File: config.mk
export PLATFORM = sky130hd
export DESIGN_NAME = rx_fifo_frame_packer_flat
export DESIGN_NICKNAME = d
export VERILOG_FILES = /design/src/rtl/rfp_pkg.sv /design/src/rtl/rfp_if.sv /design/src/rtl/rfp_ctrl.sv /design/src/rtl/rfp_dp.sv /design/src/rtl/rx_fifo_frame_packer.sv /design/src/flat_wrapper.sv
export SDC_FILE = /design/constraint.sdc
export NUM_CORES = 1
export LEC_CHECK = 0
export ABC_AREA = 0
export BUFFER_PORTS_ARGS = -buffer_cell sky130_fd_sc_hd__buf_2
export CORE_UTILIZATION = 40
export CTS_BUF_LIST = sky130_fd_sc_hd__clkbuf_8
export DETAILED_ROUTE_END_ITERATION = 12
export PLACE_DENSITY_LB_ADDON = 0.05
export SLEW_MARGIN = 20
export SYNTH_ARGS = -nofsm -noshare
export SYNTH_HDL_FRONTEND = slang
export SYNTH_SLANG_ARGS = --single-unit
File: constraint.sdc
create_clock -name clk -period 7.7 [get_ports clk]
set_clock_uncertainty 0.2 [all_clocks]
set_input_delay 0.385 -clock clk [delete_from_list [all_inputs] [get_ports clk]]
set_output_delay 0.385 -clock clk [all_outputs]
set_load 0.02 [all_outputs]
File: src/rtl/rfp_pkg.sv
// rfp_pkg: constants, register indexes and controller/datapath types for
// rx_fifo_frame_packer. No dependencies.
package rfp_pkg;

    localparam int BYTE_W    = 8;
    localparam int LIMIT_W   = 6;
    localparam int REG_IDX_W = 2;

    localparam logic [BYTE_W-1:0]  FRAME_START = 8'h02;
    localparam logic [BYTE_W-1:0]  FRAME_TAG   = 8'h81;
    localparam logic [LIMIT_W-1:0] MAX_PAYLOAD = 6'd59;
    localparam logic [BYTE_W-1:0]  IDLE_MAX    = 8'hFF;

    localparam logic [REG_IDX_W-1:0] REG_FLUSH_LIMIT  = 2'd0;
    localparam logic [REG_IDX_W-1:0] REG_IDLE_TIMEOUT = 2'd1;
    localparam logic [REG_IDX_W-1:0] REG_COMMAND_BYTE = 2'd2;

    localparam logic [LIMIT_W-1:0] FLUSH_LIMIT_RST  = 6'd59;
    localparam logic [BYTE_W-1:0]  IDLE_TIMEOUT_RST = 8'd10;
    localparam logic [BYTE_W-1:0]  COMMAND_RST      = 8'd0;

    localparam logic KIND_BYTE = 1'b0;
    localparam logic KIND_TICK = 1'b1;

    typedef enum logic [2:0] {
        SEL_START,
        SEL_TAG,
        SEL_CMD,
        SEL_LEN,
        SEL_PAY,
        SEL_SUM
    } out_sel_t;

    typedef struct packed {
        logic     accept;
        logic     load_frame;
        logic     clear_idle;
        logic     emit;
        out_sel_t sel;
    } dp_cmd_t;

    typedef struct packed {
        logic ring_empty;
        logic frame_due;
        logic cnt_last;
        logic out_free;
    } dp_stat_t;

endpackage

File: src/rtl/rfp_if.sv
// rfp_if: request channel interfaces for rx_fifo_frame_packer.
// Depends on rfp_pkg.
interface rfp_in_if;
    logic                      valid;
    logic                      ready;
    logic                      kind;
    logic [rfp_pkg::BYTE_W-1:0] rx_byte;

    modport source (output valid, output kind, output rx_byte, input ready);
    modport sink   (input valid, input kind, input rx_byte, output ready);
endinterface

interface rfp_out_if;
    logic                      valid;
    logic                      ready;
    logic [rfp_pkg::BYTE_W-1:0] frame_byte;
    logic                      last;

    modport source (output valid, output frame_byte, output last, input ready);
    modport sink   (input valid, input frame_byte, input last, output ready);
endinterface

interface rfp_cfg_if;
    logic                         valid;
    logic                         ready;
    logic [rfp_pkg::REG_IDX_W-1:0] index;
    logic [rfp_pkg::BYTE_W-1:0]    data;

    modport source (output valid, output index, output data, input ready);
    modport sink   (input valid, input index, input data, output ready);
endinterface

File: src/rtl/rfp_ctrl.sv
// rfp_ctrl: frame sequencer for rx_fifo_frame_packer.
// Depends on rfp_pkg; drives rfp_dp through dp_cmd_t, reads dp_stat_t.
module rfp_ctrl
(
    input  logic              clk,
    input  logic              rst_n,
    input  logic              in_valid,
    output logic              in_ready,
    input  rfp_pkg::dp_stat_t stat,
    output rfp_pkg::dp_cmd_t  cmd
);

    typedef enum logic [2:0] {
        ST_IDLE,
        ST_CHECK,
        ST_START,
        ST_TAG,
        ST_CMD,
        ST_LEN,
        ST_PAY,
        ST_SUM
    } state_t;

    state_t state_reg;
    state_t state_next;

    always_ff @(posedge clk or negedge rst_n)
    begin
        if (!rst_n)
        begin
            state_reg <= ST_IDLE;
        end
        else
        begin
            state_reg <= state_next;
        end
    end

    assign in_ready = (state_reg == ST_IDLE);

    always_comb
    begin
        state_next     = state_reg;
        cmd            = '0;
        cmd.sel        = rfp_pkg::SEL_START;
        case (state_reg)
            ST_IDLE:
            begin
                cmd.accept = in_valid;
                if (in_valid)
                begin
                    state_next = ST_CHECK;
                end
            end
            ST_CHECK:
            begin
                if (stat.ring_empty)
                begin
                    cmd.clear_idle = 1'b1;
                    state_next     = ST_IDLE;
                end
                else if (stat.frame_due)
                begin
                    cmd.load_frame = 1'b1;
                    state_next     = ST_START;
                end
                else
                begin
                    state_next = ST_IDLE;
                end
            end
            ST_START:
            begin
                cmd.emit = 1'b1;
                cmd.sel  = rfp_pkg::SEL_START;
                if (stat.out_free)
                begin
                    state_next = ST_TAG;
                end
            end
            ST_TAG:
            begin
                cmd.emit = 1'b1;
                cmd.sel  = rfp_pkg::SEL_TAG;
                if (stat.out_free)
                begin
                    state_next = ST_CMD;
                end
            end
            ST_CMD:
            begin
                cmd.emit = 1'b1;
                cmd.sel  = rfp_pkg::SEL_CMD;
                if (stat.out_free)
                begin
                    state_next = ST_LEN;
                end
            end
            ST_LEN:
            begin
                cmd.emit = 1'b1;
                cmd.sel  = rfp_pkg::SEL_LEN;
                if (stat.out_free)
                begin
                    state_next = ST_PAY;
                end
            end
            ST_PAY:
            begin
                cmd.emit = 1'b1;
                cmd.sel  = rfp_pkg::SEL_PAY;
                if (stat.out_free && stat.cnt_last)
                begin
                    state_next = ST_SUM;
                end
            end
            ST_SUM:
            begin
                cmd.emit = 1'b1;
                cmd.sel  = rfp_pkg::SEL_SUM;
                if (stat.out_free)
                begin
                    state_next = ST_IDLE;
                end
            end
            default:
            begin
                state_next = ST_IDLE;
            end
        endcase
    end

endmodule

File: src/rtl/rfp_dp.sv
// rfp_dp: ring memory, pointers, idle counter, config registers, checksum
// and output register for rx_fifo_frame_packer. Depends on rfp_pkg.
module rfp_dp #(
    parameter int RING_DEPTH = 64
)
(
    input  logic                             clk,
    input  logic                             rst_n,
    input  rfp_pkg::dp_cmd_t                 cmd,
    output rfp_pkg::dp_stat_t                stat,
    input  logic                             kind,
    input  logic [rfp_pkg::BYTE_W-1:0]       rx_byte,
    input  logic                             cfg_we,
    input  logic [rfp_pkg::REG_IDX_W-1:0]    cfg_index,
    input  logic [rfp_pkg::BYTE_W-1:0]       cfg_data,
    input  logic                             out_ready,
    output logic                             out_valid,
    output logic [rfp_pkg::BYTE_W-1:0]       frame_byte,
    output logic                             last
);

    localparam int PTR_W = $clog2(RING_DEPTH);
    localparam int CNT_W = $clog2(RING_DEPTH + 1);
    localparam logic [PTR_W-1:0] PTR_LAST  = PTR_W'(RING_DEPTH - 1);
    localparam logic [CNT_W-1:0] FILL_FULL = CNT_W'(RING_DEPTH);

    logic [rfp_pkg::BYTE_W-1:0] ring_mem [RING_DEPTH];

    logic [PTR_W-1:0]            wptr_reg, wptr_next;
    logic [PTR_W-1:0]            rptr_reg, rptr_next;
    logic [CNT_W-1:0]            fill_reg, fill_next;
    logic [rfp_pkg::BYTE_W-1:0]  idle_reg, idle_next;
    logic [rfp_pkg::LIMIT_W-1:0] limit_reg;
    logic [rfp_pkg::BYTE_W-1:0]  timeout_reg;
    logic [rfp_pkg::BYTE_W-1:0]  command_reg;
    logic [rfp_pkg::LIMIT_W-1:0] cnt_reg, cnt_next;
    logic [rfp_pkg::BYTE_W-1:0]  check_reg, check_next;
    logic [rfp_pkg::BYTE_W-1:0]  rd_data_reg;
    logic                        out_valid_reg;
    logic [rfp_pkg::BYTE_W-1:0]  out_byte_reg, out_byte_next;
    logic                        out_last_reg;

    logic                        store, tick, out_free, pop, over;
    logic [rfp_pkg::LIMIT_W-1:0] eff_limit, n_len;

    assign store    = cmd.accept && (kind == rfp_pkg::KIND_BYTE) && (fill_reg != FILL_FULL);
    assign tick     = cmd.accept && (kind == rfp_pkg::KIND_TICK);
    assign out_free = !out_valid_reg || out_ready;
    assign pop      = cmd.emit && out_free && (cmd.sel == rfp_pkg::SEL_PAY);

    always_comb
    begin
        wptr_next = wptr_reg;
        if (store)
        begin
            wptr_next = (wptr_reg == PTR_LAST) ? '0 : wptr_reg + PTR_W'(1);
        end
        rptr_next = rptr_reg;
        if (pop)
        begin
            rptr_next = (rptr_reg == PTR_LAST) ? '0 : rptr_reg + PTR_W'(1);
        end
        fill_next = fill_reg;
        if (store)
        begin
            fill_next = fill_reg + CNT_W'(1);
        end
        else if (pop)
        begin
            fill_next = fill_reg - CNT_W'(1);
        end
        idle_next = idle_reg;
        if (cmd.load_frame || cmd.clear_idle)
        begin
            idle_next = '0;
        end
        else if (tick && (idle_reg != rfp_pkg::IDLE_MAX))
        begin
            idle_next = idle_reg + 8'd1;
        end
    end

    // limit 0 acts as 1, above the frame maximum acts as the maximum
    always_comb
    begin
        if (limit_reg == '0)
        begin
            eff_limit = rfp_pkg::LIMIT_W'(1);
        end
        else if (limit_reg > rfp_pkg::MAX_PAYLOAD)
        begin
            eff_limit = rfp_pkg::MAX_PAYLOAD;
        end
        else
        begin
            eff_limit = limit_reg;
        end
    end

    assign over  = fill_reg > CNT_W'(eff_limit);
    assign n_len = over ? eff_limit : fill_reg[rfp_pkg::LIMIT_W-1:0];

    assign stat.ring_empty = (fill_reg == '0);
    assign stat.frame_due  = over || (idle_reg > timeout_reg);
    assign stat.cnt_last   = (cnt_reg == rfp_pkg::LIMIT_W'(1));
    assign stat.out_free   = out_free;

    always_comb
    begin
        cnt_next   = cnt_reg;
        check_next = check_reg;
        if (cmd.load_frame)
        begin
            cnt_next   = n_len;
            check_next = rfp_pkg::FRAME_TAG ^ command_reg ^ rfp_pkg::BYTE_W'(n_len);
        end
        else if (pop)
        begin
            cnt_next   = cnt_reg - rfp_pkg::LIMIT_W'(1);
            check_next = check_reg ^ rd_data_reg;
        end
    end

    always_comb
    begin
        case (cmd.sel)
            rfp_pkg::SEL_START: out_byte_next = rfp_pkg::FRAME_START;
            rfp_pkg::SEL_TAG:   out_byte_next = rfp_pkg::FRAME_TAG;
            rfp_pkg::SEL_CMD:   out_byte_next = command_reg;
            rfp_pkg::SEL_LEN:   out_byte_next = rfp_pkg::BYTE_W'(cnt_reg);
            rfp_pkg::SEL_PAY:   out_byte_next = rd_data_reg;
            rfp_pkg::SEL_SUM:   out_byte_next = check_reg;
            default:            out_byte_next = check_reg;
        endcase
    end

    // read port tracks next read pointer: one byte per cycle while out_free
    always_ff @(posedge clk)
    begin
        if (store)
        begin
            ring_mem[wptr_reg] <= rx_byte;
        end
        rd_data_reg <= ring_mem[rptr_next];
    end

    always_ff @(posedge clk or negedge rst_n)
    begin
        if (!rst_n)
        begin
            wptr_reg      <= '0;
            rptr_reg      <= '0;
            fill_reg      <= '0;
            idle_reg      <= '0;
            limit_reg     <= rfp_pkg::FLUSH_LIMIT_RST;
            timeout_reg   <= rfp_pkg::IDLE_TIMEOUT_RST;
            command_reg   <= rfp_pkg::COMMAND_RST;
            out_valid_reg <= 1'b0;
        end
        else
        begin
            wptr_reg <= wptr_next;
            rptr_reg <= rptr_next;
            fill_reg <= fill_next;
            idle_reg <= idle_next;
            if (cfg_we)
            begin
                case (cfg_index)
                    rfp_pkg::REG_FLUSH_LIMIT:  limit_reg   <= cfg_data[rfp_pkg::LIMIT_W-1:0];
                    rfp_pkg::REG_IDLE_TIMEOUT: timeout_reg <= cfg_data;
                    rfp_pkg::REG_COMMAND_BYTE: command_reg <= cfg_data;
                    default:                   ;
                endcase
            end
            if (cmd.emit && out_free)
            begin
                out_valid_reg <= 1'b1;
            end
            else if (out_ready)
            begin
                out_valid_reg <= 1'b0;
            end
        end
    end

    always_ff @(posedge clk)
    begin
        cnt_reg   <= cnt_next;
        check_reg <= check_next;
        if (cmd.emit && out_free)
        begin
            out_byte_reg <= out_byte_next;
            out_last_reg <= (cmd.sel == rfp_pkg::SEL_SUM);
        end
    end

    assign out_valid  = out_valid_reg;
    assign frame_byte = out_byte_reg;
    assign last       = out_last_reg;

endmodule

File: src/rtl/rx_fifo_frame_packer.sv
// rx_fifo_frame_packer: top level, joins rfp_ctrl and rfp_dp to the channels.
// Depends on rfp_pkg, rfp_if, rfp_ctrl, rfp_dp.
//
// Usage:
//   rx  - requests of kind 0 (received byte) or 1 (timer tick).
//   tx  - frame bytes: 0x02, 0x81, command, length, payload, XOR checksum;
//         last marks the checksum byte.
//   cfg - register writes (0 flush_limit, 1 idle_timeout, 2 command_byte),
//         always ready; write only while the block is idle.
// Timing: one request at a time. A request that sends no frame has the accept,
//   then the frame check. A request that sends a frame of n payload bytes goes
//   on through the start, tag, command, length, payload and checksum
//   states, one frame byte per cycle while tx.ready does not hold the output
//   register; the payload comes from the ring memory's registered read port.
// The output register holds a byte while tx.ready is low; the sequencer then
//   waits and rx stays not ready until the checksum byte is loaded.
// Reset empties the ring, clears the idle count, sets flush_limit 59,
//   idle_timeout 10, command_byte 0; ring contents are not cleared.
module rx_fifo_frame_packer #(
    parameter int RING_DEPTH = 64
)
(
    input  logic       clk,
    input  logic       rst_n,
    rfp_in_if.sink     rx,
    rfp_out_if.source  tx,
    rfp_cfg_if.sink    cfg
);

    rfp_pkg::dp_cmd_t  cmd;
    rfp_pkg::dp_stat_t stat;

    assign cfg.ready = 1'b1;

    rfp_ctrl u_ctrl
    (
        .clk      (clk),
        .rst_n    (rst_n),
        .in_valid (rx.valid),
        .in_ready (rx.ready),
        .stat     (stat),
        .cmd      (cmd)
    );

    rfp_dp #(
        .RING_DEPTH (RING_DEPTH)
    ) u_dp
    (
        .clk        (clk),
        .rst_n      (rst_n),
        .cmd        (cmd),
        .stat       (stat),
        .kind       (rx.kind),
        .rx_byte    (rx.rx_byte),
        .cfg_we     (cfg.valid && cfg.ready),
        .cfg_index  (cfg.index),
        .cfg_data   (cfg.data),
        .out_ready  (tx.ready),
        .out_valid  (tx.valid),
        .frame_byte (tx.frame_byte),
        .last       (tx.last)
    );

    a_busy_after_accept: assert property (@(posedge clk) disable iff (!rst_n)
        (rx.valid && rx.ready) |=> !rx.ready)
        else $error("rx ready right after an accepted request");

    a_no_pop_when_empty: assert property (@(posedge clk) disable iff (!rst_n)
        (cmd.emit && cmd.sel == rfp_pkg::SEL_PAY) |-> !stat.ring_empty)
        else $error("payload read from an empty ring");

    a_frame_only_when_due: assert property (@(posedge clk) disable iff (!rst_n)
        cmd.load_frame |-> (stat.frame_due && !stat.ring_empty))
        else $error("frame started without a due condition");

endmodule
File: src/flat_wrapper.sv
// flat-port wrapper written by rule: the top's interface ports become plain ports
module rx_fifo_frame_packer_flat 
#(
    parameter int RING_DEPTH = 64
)
  (clk, rst_n, rx_valid, rx_kind, rx_rx_byte, rx_ready, tx_valid, tx_frame_byte, tx_last, tx_ready, cfg_valid, cfg_index, cfg_data, cfg_ready);
  rfp_in_if rx_i ();
  rfp_out_if tx_i ();
  rfp_cfg_if cfg_i ();
  input  logic clk;
  input  logic rst_n;
  input wire logic [$bits(rx_i.valid)-1:0] rx_valid;
  input wire logic [$bits(rx_i.kind)-1:0] rx_kind;
  input wire logic [$bits(rx_i.rx_byte)-1:0] rx_rx_byte;
  output wire logic [$bits(rx_i.ready)-1:0] rx_ready;
  output wire logic [$bits(tx_i.valid)-1:0] tx_valid;
  output wire logic [$bits(tx_i.frame_byte)-1:0] tx_frame_byte;
  output wire logic [$bits(tx_i.last)-1:0] tx_last;
  input wire logic [$bits(tx_i.ready)-1:0] tx_ready;
  input wire logic [$bits(cfg_i.valid)-1:0] cfg_valid;
  input wire logic [$bits(cfg_i.index)-1:0] cfg_index;
  input wire logic [$bits(cfg_i.data)-1:0] cfg_data;
  output wire logic [$bits(cfg_i.ready)-1:0] cfg_ready;
  assign rx_i.valid = rx_valid;
  assign rx_i.kind = rx_kind;
  assign rx_i.rx_byte = rx_rx_byte;
  assign rx_ready = rx_i.ready;
  assign tx_valid = tx_i.valid;
  assign tx_frame_byte = tx_i.frame_byte;
  assign tx_last = tx_i.last;
  assign tx_i.ready = tx_ready;
  assign cfg_i.valid = cfg_valid;
  assign cfg_i.index = cfg_index;
  assign cfg_i.data = cfg_data;
  assign cfg_ready = cfg_i.ready;
  rx_fifo_frame_packer #(.RING_DEPTH(RING_DEPTH)) u_core (.clk(clk), .rst_n(rst_n), .rx(rx_i), .tx(tx_i), .cfg(cfg_i));
endmodule
After elaboration in Yosys (flattened, before gate mapping)
Memory sizes are Yosys's and may differ from the RTL's. A register that Yosys moved wholly into a read port is not among the register bits.
Index checks and enable logic that the tools add are counted.
Widths: inputs -> output; s select.
{ "word_totals": {"reg_bits": 76, "ram_bits": 512, "out_inout_bits": 12, "word_cells": 112, "n_memories": 1} }
{ "mem_list": {"columns": ["memory", "depth", "word_bits", "rd", "rd_ports_with_merged_regs", "wr", "line", "rtl"], "rows": [
  ["u_core.u_dp.ring_mem", 64, 8, 1, 1, 1, "rfp_dp.sv:27", "logic [rfp_pkg::BYTE_W-1:0] ring_mem [RING_DEPTH];"]
]} }
{ "classes": {"addsub": 6, "magnitude_cmp": 3, "eq_ne": 26, "n_mux": 35, "bitwise": 4, "reduce_logical": 24} }
{ "op_table": {"columns": ["op", "n"], "rows": [
  ["$mux 6", 8],
  ["$pmux 8 s5", 1],
  ["$mux 8", 4],
  ["$mux 3", 8],
  ["$pmux 3 s8", 1],
  ["$pmux 4 s6", 1],
  ["$eq 3x3->1 const B", 6],
  ["$mux 7", 2],
  ["$ne 2x2->1 const B", 7],
  ["$add 6x1->6 const B", 2],
  ["$eq 3x2->1 const B", 4],
  ["$eq 6x6->1 const B", 2],
  ["$add 8x1->8 const B", 1],
  ["$gt 8x8->1", 1],
  ["$mux 1", 8],
  ["$ne 8x8->1 const B", 1],
  ["$reduce_bool 2->1", 4],
  ["$xor 8x6->8", 1],
  ["$xor 8x8->8", 1],
  ["$add 7x1->7 const B", 1],
  ["$gt 7x6->1", 1],
  ["$logic_and 1x1->1", 7],
  ["$logic_not 7->1", 1],
  ["$ne 7x7->1 const B", 1],
  ["17 further kinds", 24]
]} }

Depth between registers and ports, before layout
Gate-level depths: netlist (run 1).
{ "logic_depth": {"ltp_word": 10, "mapped_depth": 13, "ltp_nobuf": 12} }

Hierarchy
From an unflattened synthesis (run 1), not the netlist that was laid out.
{ "unflattened": {"hier_cells": 2028, "area_unflattened_um2": 24815.0} }
{ "modules_own_cells": {"columns": ["mod", "instances", "cells_per_inst", "area_per_inst_um2"], "rows": [
  ["rfp_dp", 1, 2003, 24602.3],
  ["rfp_ctrl", 1, 23, 201.4],
  ["rx_fifo_frame_packer", 1, 2, 11.3]
]} }

Worst setup path before layout (run 1)
Ideal clock, no wire load.
{ "synth_path": {"path_type": "register to register", "startpoint": "register u_core.u_dp.limit_reg[4] (netlist name)", "endpoint": "register u_core.u_dp.check_reg[0] (netlist name) (enable)", "t_arrival_ns": 2.833, "t_required_ns": 7.151, "path_slack_ns": 4.318, "stages_incl_launch_ff": 13, "synth_period_minus_slack_ns": 3.382, "path_cell_list": "dfstp_2 -> inv_1 -> nor3_1 -> nor2_1 -> ha_1 -> nor2b_1 -> o21a_1 -> o21bai_1 -> a21oi_1 -> o31ai_1 -> clkbuf_1 -> clkbuf_1 -> nand2_1"} }
{ "synth_via": {"elab_chain_cells": 9, "elab_cells_between_ends": 10} }
{ "synth_rtl": {"columns": ["element", "line", "rtl"], "rows": [
  ["start, declared", "rfp_dp.sv:33", "logic [rfp_pkg::LIMIT_W-1:0] limit_reg;"],
  ["start signal, assigned", "rfp_dp.sv:155", "limit_reg <= rfp_pkg::FLUSH_LIMIT_RST;"],
  ["start signal, assigned", "rfp_dp.sv:169", "rfp_pkg::REG_FLUSH_LIMIT: limit_reg <= cfg_data[rfp_pkg::LIMIT_W-1:0];"],
  ["$gt 6x6->1", "rfp_dp.sv:90", "else if (limit_reg > rfp_pkg::MAX_PAYLOAD)"],
  ["$mux 6", "rfp_dp.sv:90", null],
  ["$mux 6 (*)", "rfp_dp.sv:86", "if (limit_reg == '0)"],
  ["$gt 7x6->1 (*)", "rfp_dp.sv:100", "assign over = fill_reg > CNT_W'(eff_limit);"],
  ["$logic_or 1x1->1 (*)", "rfp_dp.sv:104", "assign stat.frame_due = over || (idle_reg > timeout_reg);"],
  ["$mux 1 (*)", "rfp_ctrl.sv:62", "else if (stat.frame_due)"],
  ["$mux 1 (*)", "rfp_ctrl.sv:57", "if (stat.ring_empty)"],
  ["$mux 2 (*)", "rfp_ctrl.sv:46", "case (state_reg)"],
  ["$reduce_bool 2->1 (no source line) (*)", null, null],
  ["end signal, assigned", "rfp_dp.sv:189", "check_reg <= check_next;"],
  ["end, declared", "rfp_dp.sv:37", "logic [rfp_pkg::BYTE_W-1:0] check_reg, check_next;"]
]} }
Every way passes the cells marked *; elsewhere a longest branch is shown, timed or not.
A chain may end at the register's enable or synchronous reset.

Final worst setup path (run 1)
{ "layout_path": {"startpoint": "register u_core.u_ctrl.state_reg[1]", "endpoint": "register u_core.u_dp.rd_data_reg[2] (netlist name) (read register of u_core.u_dp.ring_mem)"} }
{ "layout_via": {"elab_chain_cells": 5, "elab_cells_between_ends": 11} }
{ "layout_rtl": {"columns": ["element", "line", "rtl"], "rows": [
  ["start, declared", "rfp_ctrl.sv:24", "state_t state_reg;"],
  ["start signal, assigned", "rfp_ctrl.sv:35", "state_reg <= state_next;"],
  ["$eq 3x3->1 / $eq 3x2->1 (equally long branches)", "rfp_ctrl.sv:46", null],
  ["$pmux 4 s6 (*)", "rfp_ctrl.sv:46", null],
  ["$eq 3x3->1 / $logic_and 1x1->1 (equally long branches)", "rfp_dp.sv:49", "assign pop = cmd.emit && out_free && (cmd.sel == rfp_pkg::SEL_PAY);"],
  ["$logic_and 1x1->1 (*)", "rfp_dp.sv:49", null],
  ["$mux 6 (*)", "rfp_dp.sv:59", "if (pop)"],
  ["end, declared", "rfp_dp.sv:38", "logic [rfp_pkg::BYTE_W-1:0] rd_data_reg;"]
]} }
Marked as above.

==> metrics, run 1 <==
status completed; GRT Util Overall 21.7%; GRT Residual Overflow 0; Post-Synth Simple-Gate Area 12.3%; Nets 1,946; P&R area growth vs syn 11.7%; die height 251 um; Pins Over Slew Limit 0; compound-gate portion of the synthesized area 7.30%; Tcrit/Tclk final 61.8%; Worst setup EP type flip-flop; largest net degree at the start of global routing 131; syn_area_per_cell 13.6 um^2; mux cell area share after synthesis 4.40%; share of cells above drive strength 1 12.9%; routed vias/inst 5.55; die area 63,000 um^2; clock tree buffer depth 3; Fill cells 5,531; Hold Violations, Final 0; Avg WL per Cell 24.5 um; final wirelength 67,700 um; first-pass GRT wire length 100,000 um; clk sink count 596; instance count of the mapped netlist 1,824; crit path max fanout 130; Max VDD drop 0.000251 V; Worst-path clk slew 0.06 ns; most common cell after layout, fill and taps aside edfxtp_1; # setup viols final 0; worst skew pair latency 0.71 ns; routed via count 15,300; commonest cells after routing, fill and taps aside 535 x edfxtp_1, 334 x nand2_1, 143 x nor2_1, 110 x nand3_1, 103 x clkbuf_8; H-tree depth 3; core area 60,800 um^2; EDFF count, synth 535; CP Data Required Time 8.10 ns; max reg flops 512; relative slew slack 31.9%; Synth warnings 0; Synth Register Bits 596; Residual DRC 0; initial drt markers 1,426; Clock Root Buffer clkbuf_8; adder-cell share of the synthesized area 1.29%; sequential share of the synthesized area 70.9%; # rows 90; cts bufs inserted 101; CTS tree yes; pwr dens 344 nW/um^2; Port Buffers 34; overall power 9510 uW; Biggest register u_core.u_dp.ring_mem; Boundary Pins 36; effective utilization at floorplan 40.8%; worst-margin pin slew 1.02 ns; Die W 251 um; DP Wirelength 40,200 um; ys flop type edfxtp_1; Syn Nets 1,873; unrepaired setup endpoints after global routing no; max-cap check violation count 0; number of global-route vias before repair 14,900; Async SR Flop Fraction 8.89%; fmax 210 MHz; min Tclk post-route 4.76 ns; antenna violation net count after detailed routing 0; Setup TNS 0 ns; post-synthesis cell type count 76; kind of critical path reg -> reg; Worst EP arrival 5.16 ns; Post-CTS Setup Bufs 0; routability cong. 0.805; Hold Crit Class in -> reg; XOR/XNOR share of the synthesized area 1.31%; combinational family with the most area after synthesis simple AND/OR/NAND/NOR gates; leak pwr 0.00961 uW; CP Launch Type flip-flop; Detailed Routing Iterations Pass 1 5; initial antenna violation count 3; Synth Cell Area 24,800 um^2
## cells by family after synthesis
logic type | after synthesis
xor gates and xnor gates | 37
AOI/OAI and AO/OA | 243
other | 1
and+or+nand+nor | 691
buffers and inverters | 130
muxes | 101
DFF | 596
adders and majority gates | 25
## critical path: stages, from the launching register on
cell	delay, ns
dfrtp_1	0.82
inv_2	0.24
nor4_4	0.38
a21oi_4	0.09
buf_4	0.28
inv_8	0.56
buf_12	0.53
nand2_1	0.10
and3_1	0.22
o311ai_1	0.54
o2bb2ai_1	0.23
a311oi_1	0.22
## synth_stat cells (23+ instances only)
cell type | number | area [um^2]
edfxtp_1 | 535 | 16100
dfrtp_1 | 46 | 1150
a21oi_1 | 23 | 115
nand3_1 | 110 | 551
mux2_2 | 23 | 259
a31oi_1 | 27 | 169
nand2_1 | 334 | 1250
buf_2 | 45 | 225
ha_1 | 24 | 300
nand4_1 | 28 | 175
clkbuf_1 | 36 | 135
o21ai_0 | 46 | 230
nor2_1 | 143 | 537
mux2i_1 | 74 | 741
and3_1 | 24 | 150
## through the flow
| step | util (%) | cells | instance area, um^2 | setup slack, ns | hold WS, ns |
|---|---|---|---|---|---|
| after floorplan | - | 1824 | 24800 | 4.32 | -0.111 |
| after global placement | 42.2 | 2558 | 25600 | 3.00 | 0.297 |
| after detailed placement | 42.2 | 2558 | 25600 | 2.88 | 0.298 |
| after CTS | 45.5 | 2764 | 27700 | 2.87 | 0.0315 |
| after global routing | 45.5 | 2765 | 27700 | 2.60 | 0.0954 |
| final | 45.5 | 2765 | 27700 | 2.94 | 0.0795 |
## worst paths after layout
path | startpoint | to | slack, ns | depth (start not counted)
worst max-delay path | u_core.u_ctrl.state_reg[1] | u_core.u_dp.rd_data_reg[2] | 2.94 | 11
min in group asynchronous | rst_n | u_core.u_dp.timeout_reg[4] | 0.19 | 3
worst min-delay path | cfg_valid | u_core.u_dp.limit_reg[4] | 0.08 | 3
worst max register to register | u_core.u_ctrl.state_reg[1] | u_core.u_dp.rd_data_reg[2] | 2.94 | 11
max in group asynchronous | rst_n | u_core.u_ctrl.state_reg[2] | 6.64 | 3
worst min register to register | u_core.u_dp.timeout_reg[6] | u_core.u_dp.timeout_reg[6] | 0.31 | 1
## report_power, final
part           total [uW]  switching [uW]  internal, uW
Clock                2610            1290          1320
Combinational        2930            1960           968
Sequential           3980             228          3750
## layout make-up
cell class	count	area (um^2)	area share (%)
sequential	596	17600	63.5
multi-input combinational	1098	6650	24.0
clock buffer	103	1420	5.12
tap	782	978	3.54
timing repair buffer	75	536	1.94
clock inverter	85	425	1.54
inverter	25	101	0.366
antenna	1	2.50	0.00904
## routing by layer
| layer | GRT usage (%) | vias to the layer above | share of wire, % |
|---|---|---|---|
| met5 | 0 | - | 0.028 |
| met4 | 6.62 | 2 | 2.7 |
| met3 | 4.78 | 115 | 6.6 |
| met2 | 31.7 | 484 | 44 |
| met1 | 32.2 | 7722 | 47 |
| li1 | - | 7023 | - |
## repair_timing
action,4_1_cts,5_1_grt
gates resized for setup,0,0
hold buffers,18,0
endpoints found under the hold margin,75,0
Note: power is estimated with default switching activity, not from simulation.
==> inputs of run 2 (changes only) <==
ABC_AREA = 1   (was 0)
clock period = 3.85 ns   (was 7.7 ns; I/O delays follow)
==> metrics, run 2 <==
status completed; number of global-route vias before repair 18,900 (+27%); commonest cells after routing, fill and taps aside 556 x nand3_1, 538 x nand2_1, 535 x edfxtp_1, 505 x inv_1, 111 x nor2_1; share of cells above drive strength 1 10.6% (-2.3 points); Final Instance Area 31,000 um^2 (+12%); Synth Register Bits 596 (unchanged); Hold EP u_core.u_dp.ring_mem[46][2]; crit path max fanout 12 (-91%); P&R area growth vs syn 13.6%; M1 wire length 35,900 um (+13%); Synth Cell Area 27,300 um^2 (+10%); CP Launch Type flip-flop; initial drt markers 1,531 (+7.4%); R2R Setup Slk 0.33 ns (-2.62 ns); Detailed Routing Iterations Pass 1 5 (unchanged); Fill cells 6,439 (+16%); Hold Crit Class in -> reg; routed vias/inst 5.06 (-8.9%); worst hold margin 0.111 ns (+0.0312 ns); Worst EP arrival 3.76 ns (-1.40 ns); Port Buffers 34 (unchanged); Synth area leaders edfxtp_1 59%, nand3_1 10%, nand2_1 7.4%, inv_1 6.4%, dfrtp_1 4.2%; Clock Root Buffer clkbuf_8; CP Data Required Time 4.09 ns (-4.01 ns); Syn Nets 2,722 (+45%); count leader, synth nand3_1; placed cells 3,559 (+39%); Sw Share 41.6% (+5.0 points); RR Startpoint u_core.u_dp.limit_reg[4]; synth cell count leaders 556 x nand3_1, 538 x nand2_1, 535 x edfxtp_1; initial antenna violation count 3 (unchanged); Async SR Flop Fraction 8.89% (unchanged); syn_area_per_cell 10.2 um^2 (-25%); worst-margin pin slew 1.01 ns (-0.0109 ns); Synth warnings 0 (unchanged); routability cong. 0.859 (+6.8%); ys flop type edfxtp_1; hold path startpoint rx_rx_byte[2]; Comb pwr share 39.2% (+8.4 points); cell taking the most area after synthesis edfxtp_1; post-synthesis cell type count 49 (-36%); fmax 284 MHz (+35%); H-tree depth 3 (unchanged); antenna violation net count after detailed routing 0 (unchanged); sequential fraction of design power 36.6% (-5.2 points); cts bufs inserted 106 (+5.0%); Nets 2,872 (+48%); Avg WL per Cell 20.5 um (-16%); Hold Violations, Final 0 (unchanged); Die W 263 um (+4.9%); max reg flops 512 (unchanged); clock tree buffer depth 3 (unchanged); GRT Util Overall 22.4% (+0.73 points); # rows 95 (+5.6%); routed via count 19,100 (+24%); leak pwr 0.0131 uW (+36%); die height 263 um (+4.9%); relative slew slack 32.6% (+0.73 points); Tcrit/Tclk final 91.5% (+30 points); Post-CTS Setup Bufs 0 (unchanged); WL met3 4120 um (-7.3%); die area 69,300 um^2 (+10%); Hold Path Depth 2 (-1); worst skew pair latency 0.70 ns (about the same); Max VDD drop 0.000671 V (+170%); Boundary Pins 36 (unchanged); Int Pwr 12,600 uW (+110%); Register-to-Register Path Depth 15 (+4); Clock Power Share 24.3% (-3.1 points); r2r endpoint u_core.u_dp.check_reg[1]; GRT Residual Overflow 0 (unchanged); instance count of the mapped netlist 2,673 (+47%); first-pass GRT wire length 117,000 um (+17%); worst slack at placement 0.268 ns (-2.61 ns); DP Area 28,900 um^2 (+13%); EDFF count, synth 535 (unchanged); Residual DRC 0 (unchanged); CTS tree yes; unrepaired setup endpoints after global routing no; Worst setup EP type flip-flop; WL met2 35,500 um (+20%); Setup TNS 0 ns (unchanged); clk sink count 596 (unchanged); Layout Cells excl Fill 3,776 (+37%); switching pwr 8980 uW (+160%); # setup viols final 0 (unchanged); core area 67,400 um^2 (+11%); Yosys top cell area share 58.8% (-6.0 points); DR top layer met4; Worst-path clk slew 0.06 ns (about the same); effective utilization at floorplan 40.5% (-0.23 points); min Tclk post-route 3.52 ns (-1.23 ns); Biggest register u_core.u_dp.ring_mem; largest net degree at the start of global routing 129 (-1.5%); most common cell after layout, fill and taps aside nand3_1; sequential share of the synthesized area 64.3% (-6.6 points); DP Wirelength 48,200 um (+20%); max-cap check violation count 0 (unchanged); fin worst setup slack 0.325 ns (-2.62 ns); Pins Over Slew Limit 0 (unchanged); final wirelength 77,500 um (+15%); kind of critical path reg -> reg; pwr dens 696 nW/um^2 (+100%)
-- run 2: worst max-delay path by stage --
stage / startpoint / end / slack [ns] / cells after the start
after global routing: u_core.u_dp.limit_reg[4] / u_core.u_dp.check_reg[1] / 0.009 / 15
after floorplan: u_core.u_dp.limit_reg[4] / u_core.u_dp.check_reg[0] / 0.83 / 13
final: u_core.u_dp.limit_reg[4] / u_core.u_dp.check_reg[1] / 0.33 / 15
after CTS: u_core.u_dp.limit_reg[4] / u_core.u_dp.check_reg[1] / 0.26 / 15
after detailed placement: u_core.u_dp.limit_reg[4] / u_core.u_dp.check_reg[1] / 0.27 / 15
after global placement: u_core.u_dp.limit_reg[4] / u_core.u_dp.check_reg[5] / 0.29 / 15
-- run 2: cell families after synthesis --
logic type	count (synthesis)	synth area share [%]
other cells	1	0.0137
flops	596	64.3
compound gates	91	1.91
xor+xnor	28	0.925
fa+ha+maj	25	1.17
buf+inv	602	9.27
simple gates	1330	22.4
-- run 2: layout make-up --
type | count | area, um^2 | share of cell area [%]
tap | 873 | 1090 | 3.52
antenna | 1 | 2.50 | 0.00807
sequential | 596 | 17600 | 56.6
clock buffer | 107 | 1470 | 4.75
timing repair buffer | 172 | 1480 | 4.76
clock inverter | 80 | 369 | 1.19
inverter | 472 | 1770 | 5.72
multi-input combinational | 1475 | 7270 | 23.4
-- run 2: what timing repair did --
| action | CTS | global route |
|---|---|---|
| hold buffers | 29 | 0 |
| setup endpoints to repair | 0 | 8 |
| hold endpoints to repair | 291 | 0 |
| gates resized for setup | 0 | 1 |
-- run 2: power groups by stage --
stage               clock [uW]  sequential, uW  combinational, uW
global route              5670            7930               9210
global placement             0            8000               8370
finish                    5240            7890               8450
detailed placement           0            8010               8380
CTS                       5410            7880               8440
floorplan                    0            7930               5450
-- run 2: worst max-delay path, stage by stage, from the launching register on --
cell and delay, ns:
dfstp_2 0.56, inv_1 0.08, nor4_2 0.39, nor2_1 0.09, inv_1 0.08, ha_1 0.24
a21oi_1 0.17, o31ai_1 0.11, nand3_1 0.10, nand2_1 0.06, nand2_1 0.25, nand2_1 0.12
nand2_1 0.28, clkinv_1 0.32, nor2_1 0.17, a21oi_1 0.06
-- run 2: per-stage QoR --
step	total power (uW)	utilization, %
final	21600	46.0
after global routing	22800	46.0
after CTS	21700	46.0
after detailed placement	16400	42.8
after global placement	16400	42.8
after floorplan	13400	-
-- run 2: per-layer routing --
metal | up-vias | global-route usage, %
li1 | 9179 | -
met2 | 505 | 35.5
met1 | 9282 | 31.2
met3 | 122 | 4.29
met4 | 0 | 6.81
met5 | - | 0
==> inputs of run 3 (changes only) <==
PLACE_DENSITY = 0.68   (was not set)
PLACE_DENSITY_LB_ADDON = not set   (was 0.05)
==> metrics, run 3 (synthesized netlist as in run 2, its figures left out) <==
final wirelength 67,800 um (-13%); R2R Setup Slk 0.28 ns (-0.04 ns); Most Crowded Layer GR met2; delay-heaviest family, CP simple AND/OR/NAND/NOR gates; max reg flops 512 (unchanged); Worst-path clk slew 0.06 ns (about the same); routed via count 19,200 (+0.40%); routability cong. 0.874 (+1.7%); Boundary Pins 36 (unchanged); Max VDD drop 0.000614 V (-8.6%); Hold Crit Class in -> reg; effective utilization at floorplan 40.5% (unchanged); Crit path top cell by count nor2_1; Residual DRC 0 (unchanged); fmax 280 MHz (-1.2%); min Tclk post-route 3.57 ns (+0.0414 ns); GRT Util Overall 19.6% (-2.8 points); first-pass GRT wire length 105,000 um (-10%); pwr dens 683 nW/um^2 (-1.8%); Antenna diodes 0 (-1); share of cells above drive strength 1 9.67% (-0.95 points); crit path max fanout 13 (+1); routed vias/inst 5.13 (+1.4%); # setup viols final 0 (unchanged); worst hold margin 0.175 ns (+0.0646 ns); die area 69,300 um^2 (unchanged); RR Startpoint u_core.u_ctrl.state_reg[1]; met3 GRT Util 3.69% (-0.60 points); cts bufs inserted 95 (-10%); commonest cells after routing, fill and taps aside 556 x nand3_1, 538 x nand2_1, 535 x edfxtp_1, 500 x inv_1, 111 x nor2_1; Nets 2,842 (-1.0%); Biggest register u_core.u_dp.ring_mem; Clock Root Buffer clkbuf_8; Pins Over Slew Limit 0 (unchanged); max-cap check violation count 0 (unchanged); Hold EP u_core.u_dp.command_reg[7]; Avg WL per Cell 18.1 um (-12%); P&R area growth vs syn 12.7%; Hold Violations, Final 0 (unchanged); number of global-route vias before repair 18,700 (-1.0%); status completed; clock tree buffer depth 3 (unchanged); Setup TNS 0 ns (unchanged); initial drt markers 1,934 (+26%); CP Launch Type flip-flop; worst skew pair latency 0.71 ns (about the same); Critical Path, Cell by Cell nor2_1, inv_1, nor2_1, nand2_1, nor2_1, nand2_2, nor2_1, nand2_1, nor2_1; initial antenna violation count 0 (-3); slowest stage delay, CP 0.77 ns (+0.21 ns); largest net degree at the start of global routing 130 (+0.78%); core area 67,400 um^2 (unchanged); met2 usage 30.7% (-4.8 points); Worst setup EP type flip-flop; H-tree depth 3 (unchanged); Hold Path Depth 4 (+2); Tcrit/Tclk final 92.6% (+1.1 points); Die W 263 um (unchanged); die height 263 um (unchanged); antenna violation net count after detailed routing 0 (unchanged); CP Data Required Time 3.96 ns (-0.13 ns); GRT met1 Usage 26.5% (-4.6 points); Worst EP arrival 3.68 ns (-0.08 ns); Register-to-Register Path Depth 9 (-6); DP Wirelength 40,300 um (-16%); worst-margin pin slew 0.909 ns (-0.102 ns); # rows 95 (unchanged); relative slew slack 39.4% (+6.8 points); clk sink count 596 (unchanged); GRT Residual Overflow 0 (unchanged); Worst path slowest cell nor2_1; Detailed Routing Iterations Pass 1 5 (unchanged); CP bufs+invs 1 (-2); hold path startpoint cfg_data[7]; kind of critical path reg -> reg; r2r endpoint u_core.u_dp.ring_mem[28][6]; most common cell after layout, fill and taps aside nand3_1; unrepaired setup endpoints after global routing no; CTS tree yes; leak pwr 0.0129 uW (-1.4%); Port Buffers 34 (unchanged)
==> run 3: changes by cell type in the layout (fill, tap and decap cells not counted), sizes merged <==
| cell | before | now |
|---|---|---|
| diode | 1 | 0 |
| bufinv | 1 | 2 |
| dlygate4sd3 | 28 | 33 |
| inv | 512 | 508 |
| clkinv | 37 | 28 |
| buf | 144 | 120 |
| clkinvlp | 2 | 4 |
| clkbuf | 107 | 100 |
==> run 3: repair_timing <==
action / CTS / global route
hold buffers: 33 / 1
gates resized for setup: 0 / 1
endpoints found under the hold margin: 330 / 46
setup buffers: 0 / 0
endpoints found under the setup margin: 0 / 1
==> run 3: layout make-up <==
type	instances	area, um^2
clock buffers	100	1380
clock inverters	70	385
fillers	6082	36600
inverters	472	1770
multi-input cells	1475	7270
flip-flops and latches	596	17600
well taps	873	1090
repair buffers	153	1340
==> run 3: power breakdown <==
part	leakage (uW)	total, uW	internal [uW]	switching, uW
logic	0.00638	8100	2470	5620
clock network	0.00103	5070	2550	2520
registers	0.00553	7870	7520	358
==> run 3: how the worst max path moves through the flow <==
stage                                     from                          end  cells past startpoint
finish              u_core.u_ctrl.state_reg[1]  u_core.u_dp.ring_mem[28][6]                      9
global route        u_core.u_ctrl.state_reg[2]  u_core.u_dp.ring_mem[28][1]                      9
CTS                 u_core.u_ctrl.state_reg[1]  u_core.u_dp.ring_mem[28][1]                      9
detailed placement  u_core.u_ctrl.state_reg[2]  u_core.u_dp.ring_mem[28][1]                      9
global placement    u_core.u_ctrl.state_reg[2]  u_core.u_dp.ring_mem[12][3]                      9
floorplan             u_core.u_dp.limit_reg[4]     u_core.u_dp.check_reg[0]                     13
==> run 3: through the flow <==
| stage | power, uW | std cells | util, % | worst slack [ns] | area (um^2) |
|---|---|---|---|---|---|
| 6_report | 21000 | 3739 | 45.7 | 0.284 | 30800 |
| 5_1_grt | 22300 | 3739 | 45.7 | 0.00952 | 30800 |
| 4_1_cts | 21100 | 3738 | 45.7 | 0.251 | 30800 |
| 3_5_place_dp | 15900 | 3535 | 42.5 | 0.263 | 28700 |
| 3_3_place_gp | 15900 | 3535 | 42.5 | 0.442 | 28700 |
| 2_1_floorplan | 13400 | 2673 | - | 0.832 | 27300 |
==> run 3: layer usage <==
metal | routed length, um | share of wire, %
met1 | 29200 | 43
met2 | 31000 | 46
met3 | 5090 | 7.5
met4 | 2510 | 3.7
met5 | 0 | 0
==> run 3: tightest hold or removal path, delay by kind of cell <==
kind,cells,cell delay [ns]
AOI/OAI and AO/OA,1,0.09
buffers and inverters,3,0.73
